==> src/rtl/sobel_pkg.sv <==
// sobel_pkg: shared types and constants for the Sobel edge magnitude unit.
// Used by sobel_ctrl, sobel_dp and sobel_edge_magnitude_unit. No dependencies.
`default_nettype none

package sobel_pkg;

    localparam int PIX_W      = 8;
    localparam int CFG_IDX_W  = 2;
    localparam int CFG_DATA_W = 16;
    localparam int FW_W       = 11;
    localparam int FH_W       = 16;
    localparam int THR_W      = 11;
    localparam int SUM_W      = 21;     // |gx|^2 + |gy|^2, both at most 1020
    localparam int THR_SQ_W   = 22;

    // configuration register indexes
    localparam logic [CFG_IDX_W-1:0] CFG_FRAME_WIDTH  = 2'd0;
    localparam logic [CFG_IDX_W-1:0] CFG_FRAME_HEIGHT = 2'd1;
    localparam logic [CFG_IDX_W-1:0] CFG_THRESH_MODE  = 2'd2;
    localparam logic [CFG_IDX_W-1:0] CFG_EDGE_THRESH  = 2'd3;

    localparam logic [FW_W-1:0]  RST_FRAME_WIDTH  = 11'd1024;
    localparam logic [FH_W-1:0]  RST_FRAME_HEIGHT = 16'd1024;
    localparam logic [THR_W-1:0] RST_EDGE_THRESH  = 11'd40;

    localparam logic [PIX_W-1:0] PIX_MAX  = 8'd255;
    localparam logic [PIX_W-1:0] PIX_ZERO = 8'd0;

    // one window column: [0] top, [1] middle, [2] bottom
    typedef logic [2:0][PIX_W-1:0] t_col;

    typedef struct packed {
        logic accept;     // input transaction taken this cycle
        logic load_col;   // line store data valid: shift window, write stores
        logic grad;       // form |gx|, |gy|
        logic second;     // working on the right-edge result
        logic square;     // form the sum of squares, clear the root unit
        logic root_step;  // one digit of the square root
        logic push;       // load the output register
    } t_dp_cmd;

    typedef struct packed {
        logic ignore;     // offered item gives nothing and changes nothing
        logic want1;      // item gives the result one column behind
        logic want2;      // item gives the right-edge result
        logic fast;       // no root needed (threshold mode or saturated)
        logic root_last;  // last root digit being formed
        logic out_free;   // output register can take a result
    } t_dp_status;

endpackage

`default_nettype wire

==> src/rtl/sobel_ctrl.sv <==
// sobel_ctrl: sequencing state machine for the Sobel edge magnitude unit.
// Depends on sobel_pkg (command and status structs).
`default_nettype none

module sobel_ctrl (
    input  wire logic                  i_clk,
    input  wire logic                  i_rst_n,
    input  wire logic                  i_s_tvalid,
    output logic                       o_s_tready,
    input  wire sobel_pkg::t_dp_status i_status,
    output sobel_pkg::t_dp_cmd         o_cmd
);
    import sobel_pkg::*;

    typedef enum logic [2:0] {
        ST_IDLE,
        ST_READ,
        ST_GRAD,
        ST_SQR,
        ST_ROOT,
        ST_PUSH
    } t_state;

    t_state r_state, n_state;
    logic   r_second, n_second;
    logic   r_s_tready;

    always_comb begin
        n_state  = r_state;
        n_second = r_second;
        o_cmd    = '0;
        o_cmd.second = r_second;
        case (r_state)
            ST_IDLE: begin
                o_cmd.accept = i_s_tvalid & r_s_tready;
                if (i_s_tvalid && r_s_tready && !i_status.ignore) begin
                    n_state = ST_READ;
                end
            end
            ST_READ: begin
                o_cmd.load_col = 1'b1;
                if (i_status.want1 || i_status.want2) begin
                    n_second = ~i_status.want1;
                    n_state  = ST_GRAD;
                end else begin
                    n_state = ST_IDLE;
                end
            end
            ST_GRAD: begin
                o_cmd.grad = 1'b1;
                n_state    = ST_SQR;
            end
            ST_SQR: begin
                o_cmd.square = 1'b1;
                n_state      = ST_ROOT;
            end
            ST_ROOT: begin
                o_cmd.root_step = 1'b1;
                if (i_status.fast || i_status.root_last) begin
                    n_state = ST_PUSH;
                end
            end
            ST_PUSH: begin
                if (i_status.out_free) begin
                    o_cmd.push = 1'b1;
                    if (!r_second && i_status.want2) begin
                        n_second = 1'b1;
                        n_state  = ST_GRAD;
                    end else begin
                        n_state = ST_IDLE;
                    end
                end
            end
            default: begin
                n_state = ST_IDLE;
            end
        endcase
    end

    always_ff @(posedge i_clk) begin
        if (!i_rst_n) begin
            r_state    <= ST_IDLE;
            r_second   <= 1'b0;
            r_s_tready <= 1'b0;
        end else begin
            r_state    <= n_state;
            r_second   <= n_second;
            r_s_tready <= (n_state == ST_IDLE);
        end
    end

    assign o_s_tready = r_s_tready;

    // a result is never loaded over one still waiting
    a_push_free: assert property (@(posedge i_clk) disable iff (!i_rst_n)
        o_cmd.push |-> i_status.out_free)
        else $error("result pushed into a full output register");

    // the root phase ends no later than its last digit
    a_root_ends: assert property (@(posedge i_clk) disable iff (!i_rst_n)
        (r_state == ST_ROOT && i_status.root_last) |=> (r_state == ST_PUSH))
        else $error("square root overran its digit count");

    // the right-edge result always follows the left one for the same item
    a_second_order: assert property (@(posedge i_clk) disable iff (!i_rst_n)
        (o_cmd.push && !r_second && i_status.want2) |=> (r_state == ST_GRAD && r_second))
        else $error("second result of an item was skipped");

    // no new item is taken while the line stores are read for the last one
    a_ready_idle: assert property (@(posedge i_clk) disable iff (!i_rst_n)
        (r_state == ST_READ) |-> !o_s_tready)
        else $error("input ready while an item is in flight");

endmodule

`default_nettype wire

==> config.mk <==
export PLATFORM = sky130hd
export DESIGN_NAME = sobel_ctrl
export DESIGN_NICKNAME = d
export VERILOG_FILES = /design/src/rtl/sobel_pkg.sv /design/src/rtl/sobel_ctrl.sv
export SDC_FILE = /design/constraint.sdc
export NUM_CORES = 1
export LEC_CHECK = 0
export BUFFER_PORTS_ARGS = -buffer_cell sky130_fd_sc_hd__buf_2
export CORE_AREA = 2 2 39 41
export CTS_BUF_LIST = sky130_fd_sc_hd__clkbuf_16
export DETAILED_ROUTE_END_ITERATION = 7
export DIE_AREA = 0 0 41 43
export SYNTH_ARGS = -nofsm -noshare
export SYNTH_HDL_FRONTEND = slang
export SYNTH_SLANG_ARGS = --single-unit
export TNS_END_PERCENT = 100
==> constraint.sdc <==
create_clock -name i_clk -period 2.25 [get_ports i_clk]
set_clock_uncertainty 0.05 [all_clocks]
set_input_delay 0.225 -clock i_clk [delete_from_list [all_inputs] [get_ports i_clk]]
set_output_delay 0.225 -clock i_clk [all_outputs]
set_load 0.03 [all_outputs]
==> results of run 1 <==
## where the power goes
part / switching [mW] / internal [mW]
Sequential: 0.00694 / 0.0952
Combinational: 0.0328 / 0.0221
Clock: 0.0620 / 0.230
Total: 0.102 / 0.348
## logic make-up (layout without fill, tap and decap cells)
| group | count (synthesis) | after routing | share of synthesized area |
|---|---|---|---|
| buf+inv | 4 | 21 | 0.103 |
| compound gates | 10 | 10 | 0.228 |
| simple gates | 20 | 20 | 0.365 |
| flops | 5 | 5 | 0.304 |
## per-stage QoR
step	power [mW]	instances	util	cell area, sq um	setup slack [ps]
4_1_cts	0.455	72	0.345	478	717
3_5_place_dp	0.159	68	0.288	399	967
5_1_grt	0.462	72	0.345	478	624
3_3_place_gp	0.159	68	0.288	399	951
6_report	0.449	72	0.345	478	718
2_1_floorplan	0.143	39	-	329	471
## flip-flops by register name (all words and copies together) (netlist names)
| register | flops |
|---|---|
| o_s_tready | 1 |
| r_second | 1 |
| r_state | 3 |
## path summary, 6_finish.rpt
check / start / end / cells after the start
setup reg to reg: r_state[0] / r_state[1] / 4
hold reg to reg: r_second / r_second / 2
setup / recovery: r_state[0] / o_cmd[5] / 2
hold / removal: i_status[4] / r_second / 2
## metal layers
metal / global-route usage / up-vias
met3: 0.0314 / 2
met1: 0.113 / 139
li1: - / 168
met4: 0.0800 / 0
met2: 0.128 / 13
met5: 0 / -
## layout make-up
class	count	share of cell area
clock buffer	3	0.157
clock inverter	1	0.00785
tap	16	0.0419
inverter	1	0.00785
timing repair buffer	16	0.168
multi-input combinational	30	0.408
sequential	5	0.209
## cells in the final DEF (no fill, tap or decap), types with 2 or more instances in the layout
cell	Yosys	final
buf_2	0	16
dfxtp_1	5	5
nor2_1	4	4
nand2_1	4	4
nor3b_1	3	3
clkbuf_16	0	3
nand2b_1	2	2
a21oi_1	2	2
inv_1	1	2
and2_1	2	2
==> out/qor.csv, run 1 <==
stage,metric,value,unit
run_status,status,completed,
global_routing,grt_pass1_vias,275,
logic_synthesis,synth_seq_area_share,0.304,
floorplan,die_w,41,um
cts,clk_latency,230,ps
detailed_routing,top_layer_used,met4,
sta,tightest_slew,282,ps
detailed_routing,drtIter0Drc,5,
detailed_routing,wl_met1,334,um
detailed_routing,drt-vias-per-instance,4.47,
floorplan,die_area,1760,sq um
logic_synthesis,yosys.area.top_type_share,0.304,
cts,cts_resized,0,
cts,clk_path_buf_depth,2,
global_routing,grt_first_pass_wirelength,1090,um
worst_setup_path,path_delay_family,flip-flops,
placement,hpwlAfterDp,561,um
layout,fillers,159,
cts,cts_max_level,1,
detailed_routing,drt_pre_antenna_iters,4,
floorplan,die_y,43,um
layout,ff_latch_area,100,sq um
sta,finalSetupViolations,0,
sta,rsz0062_at_grt,false,
sta,hold_violations,0,
logic_synthesis,yosys_warnings,0,
cts,hold_buffers,0,
detailed_routing,wl_met3,57,um
min_path,hold_path_class,in -> reg,
logic_synthesis,ys_async_sr_fraction,0,
detailed_routing,dr_total_vias,322,
detailed_routing,drt-total-wl,740,um
logic_synthesis,ys_ff_latch,5,
placement,port_buffers,16,
floorplan,num_rows,14,
sta,maxSlewHeadroom,0.809,
detailed_routing,routedWlPerCell,10.3,um
layout,multi_input_area,195,sq um
power_and_ir_drop,leakage,0.231,nW
logic_synthesis,avgSynthCellArea,8.44,sq um
sta,whs,162,ps
worst_setup_path,cp_slowest_stage_delay,470,ps
detailed_routing,drc,0,
worst_setup_path,crit_type,reg -> out,
worst_setup_path,critical_path.startpoint_type,flop,
layout,drive_gt1_frac,0.411,
logic_synthesis,synth_area,329,sq um
detailed_routing,antenna_left,0,
cts,cts_tree,built,
cts,cts_sinks,5,
global_routing,grt_usage,0.0946,
cts,path_clk_slew,30,ps
cts,root_buffer,clkbuf_16,
placement,place_congestion,0.708,
logic_synthesis,synthTopCellsByCount,"dfxtp_1, nand2_1, nor2_1, nor3b_1",
power_and_ir_drop,power_density,940,nW/um^2
layout,antenna_cells,0,
worst_setup_path,worstPathRequired,1980,ps
logic_synthesis,synth_top_area_cell,dfxtp_1,
worst_setup_path,path_cells,nor3b_1 > buf_2,
cts,postCtsSetupRepairBufs,0,
floorplan,initial_core_util,0.238,
worst_setup_path,crit_buf_inv,1,
worst_setup_path,cp_slowest_cell,dfxtp_1,
worst_setup_path,rrSetupSlack,980,ps
worst_setup_path,cp_max_fo,10,
logic_synthesis,ys_types,23,
cts,cts_buffers,3,
logic_synthesis,syn_nets,48,
sta,post-route-min-period,1530,ps
floorplan,ios,17,
worst_setup_path,endpoint_kind,primary output,
logic_synthesis,ys.flop_type,dfxtp_1,
sta,maxSlewViolCount,0,
logic_synthesis,synth.top_cells.by_area,"dfxtp_1, buf_6, nor3b_1",
detailed_routing,wl_met2,326,um
worst_setup_path,arrival,1260,ps
sta,finalSetupTns,0,ps
global_routing,antenna_found_initial,0,
layout,areaGrowthSynthToFinish,45.2,%
global_routing,grt_max_degree,11,
logic_synthesis,postSynthCellCount,39,
floorplan,core,1380,sq um
flow_run,maxCapViolations,0,
power_and_ir_drop,ir_drop,0.380,mV
layout,finalNetCount,66,
sta,fmax,0.653,GHz
logic_synthesis,yosysMostFrequentCell,dfxtp_1,
logic_synthesis,synth-edff-count,0,
sta,fin_crit_sh,0.681,
global_routing,overflow,0,
(Power assumes the default switching activity.)
==> run 2: changes to the inputs <==
==> constraint.sdc (replaced) <==
create_clock -name i_clk -period 1.2 [get_ports i_clk]
set_clock_uncertainty 0.05 [all_clocks]
set_input_delay 0.12 -clock i_clk [delete_from_list [all_inputs] [get_ports i_clk]]
set_output_delay 0.12 -clock i_clk [all_outputs]
set_load 0.03 [all_outputs]
==> out/qor.csv, run 2 (synthesis gave the netlist of run 1 again) <==
stage,metric,value,unit
floorplan,num_rows,14,
sta,tightest_slew,256,ps
sta,rsz0062_at_grt,true,
sta,fin_ws,-91.5,ps
cts,cts_max_level,1,
layout,largest_reg_flops,3,
power_and_ir_drop,sw_frac_of_total,0.232,
flow_run,maxCapViolations,0,
layout,mostFrequentLayoutCells,"buf_2, buf_6, buf_4",
worst_setup_path,arrival,1120,ps
detailed_routing,drt_pre_antenna_iters,1,
power_and_ir_drop,power_density,1250,nW/um^2
global_routing,grt_pass1_vias,341,
worst_setup_path,endpoint_kind,primary output,
detailed_routing,drt-vias-per-instance,4.62,
cts,cts_buffers,3,
cts,root_buffer,clkbuf_16,
placement,port_buffers,16,
layout,regMostFlops,r_state,
cts,clk_path_buf_depth,2,
cts,cts_tree,built,
floorplan,die_w,41,um
sta,fin_crit_sh,1.08,
worst_setup_path,path_cells,buf_6 > nor4_4 > buf_6,
floorplan,core,1380,sq um
sta,post-route-min-period,1290,ps
worst_setup_path,worstPathRequired,1030,ps
global_routing,grt_first_pass_wirelength,1270,um
power_and_ir_drop,ir_drop,0.694,mV
placement,post-place-ws,-5.59,ps
detailed_routing,drc,0,
power_and_ir_drop,clockPowerShare,0.600,
min_path,holdCritStartpoint,i_status[4],
worst_setup_path,critPathLaunch,r_state[0],
cts,clk_latency,230,ps
power_and_ir_drop,internal_power,691,uW
global_routing,antenna_found_initial,0,
sta,fmax,0.774,GHz
layout,fillers,126,
layout,drive_gt1_frac,0.742,
power_and_ir_drop,combPwrFrac,0.192,
floorplan,die_y,43,um
cts,cts_sinks,5,
placement,dp.cells,73,
detailed_routing,antenna_left,0,
cts,path_clk_slew,30,ps
global_routing,grt_usage,0.117,
worst_setup_path,path_common_cell,buf_6,
placement,hpwlAfterDp,614,um
detailed_routing,dr_total_vias,379,
placement,place_congestion,0.704,
power_and_ir_drop,seqPwrFrac,0.208,
layout,mostFrequentLayoutCell,buf_2,
detailed_routing,drt-total-wl,977,um
global_routing,overflow,0,
worst_setup_path,crit_type,reg -> out,
layout,finalNetCount,76,
worst_setup_path,rr_startpoint,r_state[0],
layout,antenna_cells,0,
run_status,status,finished with violations,
sta,maxSlewHeadroom,0.829,
run_status,violations,setup timing,
layout,areaGrowthSynthToFinish,118,%
global_routing,grt_max_degree,8,
detailed_routing,routedWlPerCell,11.9,um
worst_setup_path,critical_path.startpoint_type,flop,
sta,maxSlewViolCount,0,
sta,hold_violations,0,
floorplan,initial_core_util,0.238,
worst_setup_path,cp_slowest_cell,dfxtp_4,
layout,final_cells,82,
layout,post-route-util,0.519,
worst_setup_path,cp_max_fo,4,
power_and_ir_drop,leakage,0.307,nW
floorplan,ios,17,
power_and_ir_drop,netSwitchingPower,209,uW
detailed_routing,drtIter0Drc,0,
sta,finalSetupViolations,7,
worst_setup_path,cp_slowest_stage_delay,350,ps
floorplan,die_area,1760,sq um
min_path,hold_path_class,in -> reg,
-- run 2: cell types whose count changed in the layout (fill, tap and decap cells not counted), sizes merged --
cell  previous run  this run
buf             16        26
-- run 2: area by class of cell --
cell class	count	area, sq um	share of cell area
Multi-Input combinational cell	30	299	0.416
Sequential cell	5	113	0.157
Inverter	1	3.75	0.00523
Tap cell	16	20.0	0.0279
Clock inverter	1	3.75	0.00523
Clock buffer	3	75.1	0.105
Timing Repair Buffer	26	204	0.284
-- run 2: path summary, 6_finish.rpt --
path / to / slack, ps / cells after the start
setup reg to reg: o_s_tready / -10 / 5
setup / recovery: o_cmd[6] / -90 / 3
hold / removal: r_second / 70 / 2
hold reg to reg: r_second / 490 / 2
-- run 2: power groups by stage --
stage	Clock, mW	Combinational [mW]	Sequential [mW]
after floorplan	0	0.0760	0.200
after global placement	0	0.119	0.193
after detailed placement	0	0.121	0.194
after CTS	0.550	0.156	0.189
after global routing	0.565	0.187	0.188
final	0.540	0.173	0.187
-- run 2: routing by layer --
metal | wire [um] | up-vias | global-route usage
met5 | 0 | - | 0
met4 | 31 | 0 | 0.100
met3 | 57 | 5 | 0.0628
met2 | 515 | 15 | 0.172
met1 | 373 | 168 | 0.110
li1 | - | 191 | -
-- run 2: critical path: cells and delay by family, from the launching register on --
kind          cells  cell delay (ps)
flops             1              350
simple gates      1              260
buf+inv           2              280
-- run 2: per-stage QoR --
step	hold slack (ps)	instance area [sq um]	power [mW]	TNS, ps
3_3_place_gp	296	462	0.313	-2.32
2_1_floorplan	162	354	0.276	-94.0
3_5_place_dp	288	462	0.315	-5.59
4_1_cts	63.1	653	0.895	-421
6_report	70.8	718	0.900	-332
5_1_grt	82.0	718	0.940	-671
-- run 2: repair_timing --
action,in CTS,in global routing
hold buffers,0,0
setup buffers,5,0
endpoints found under the setup margin,8,9
resized for setup,22,14
pin swaps,4,6
gates cloned,0,0
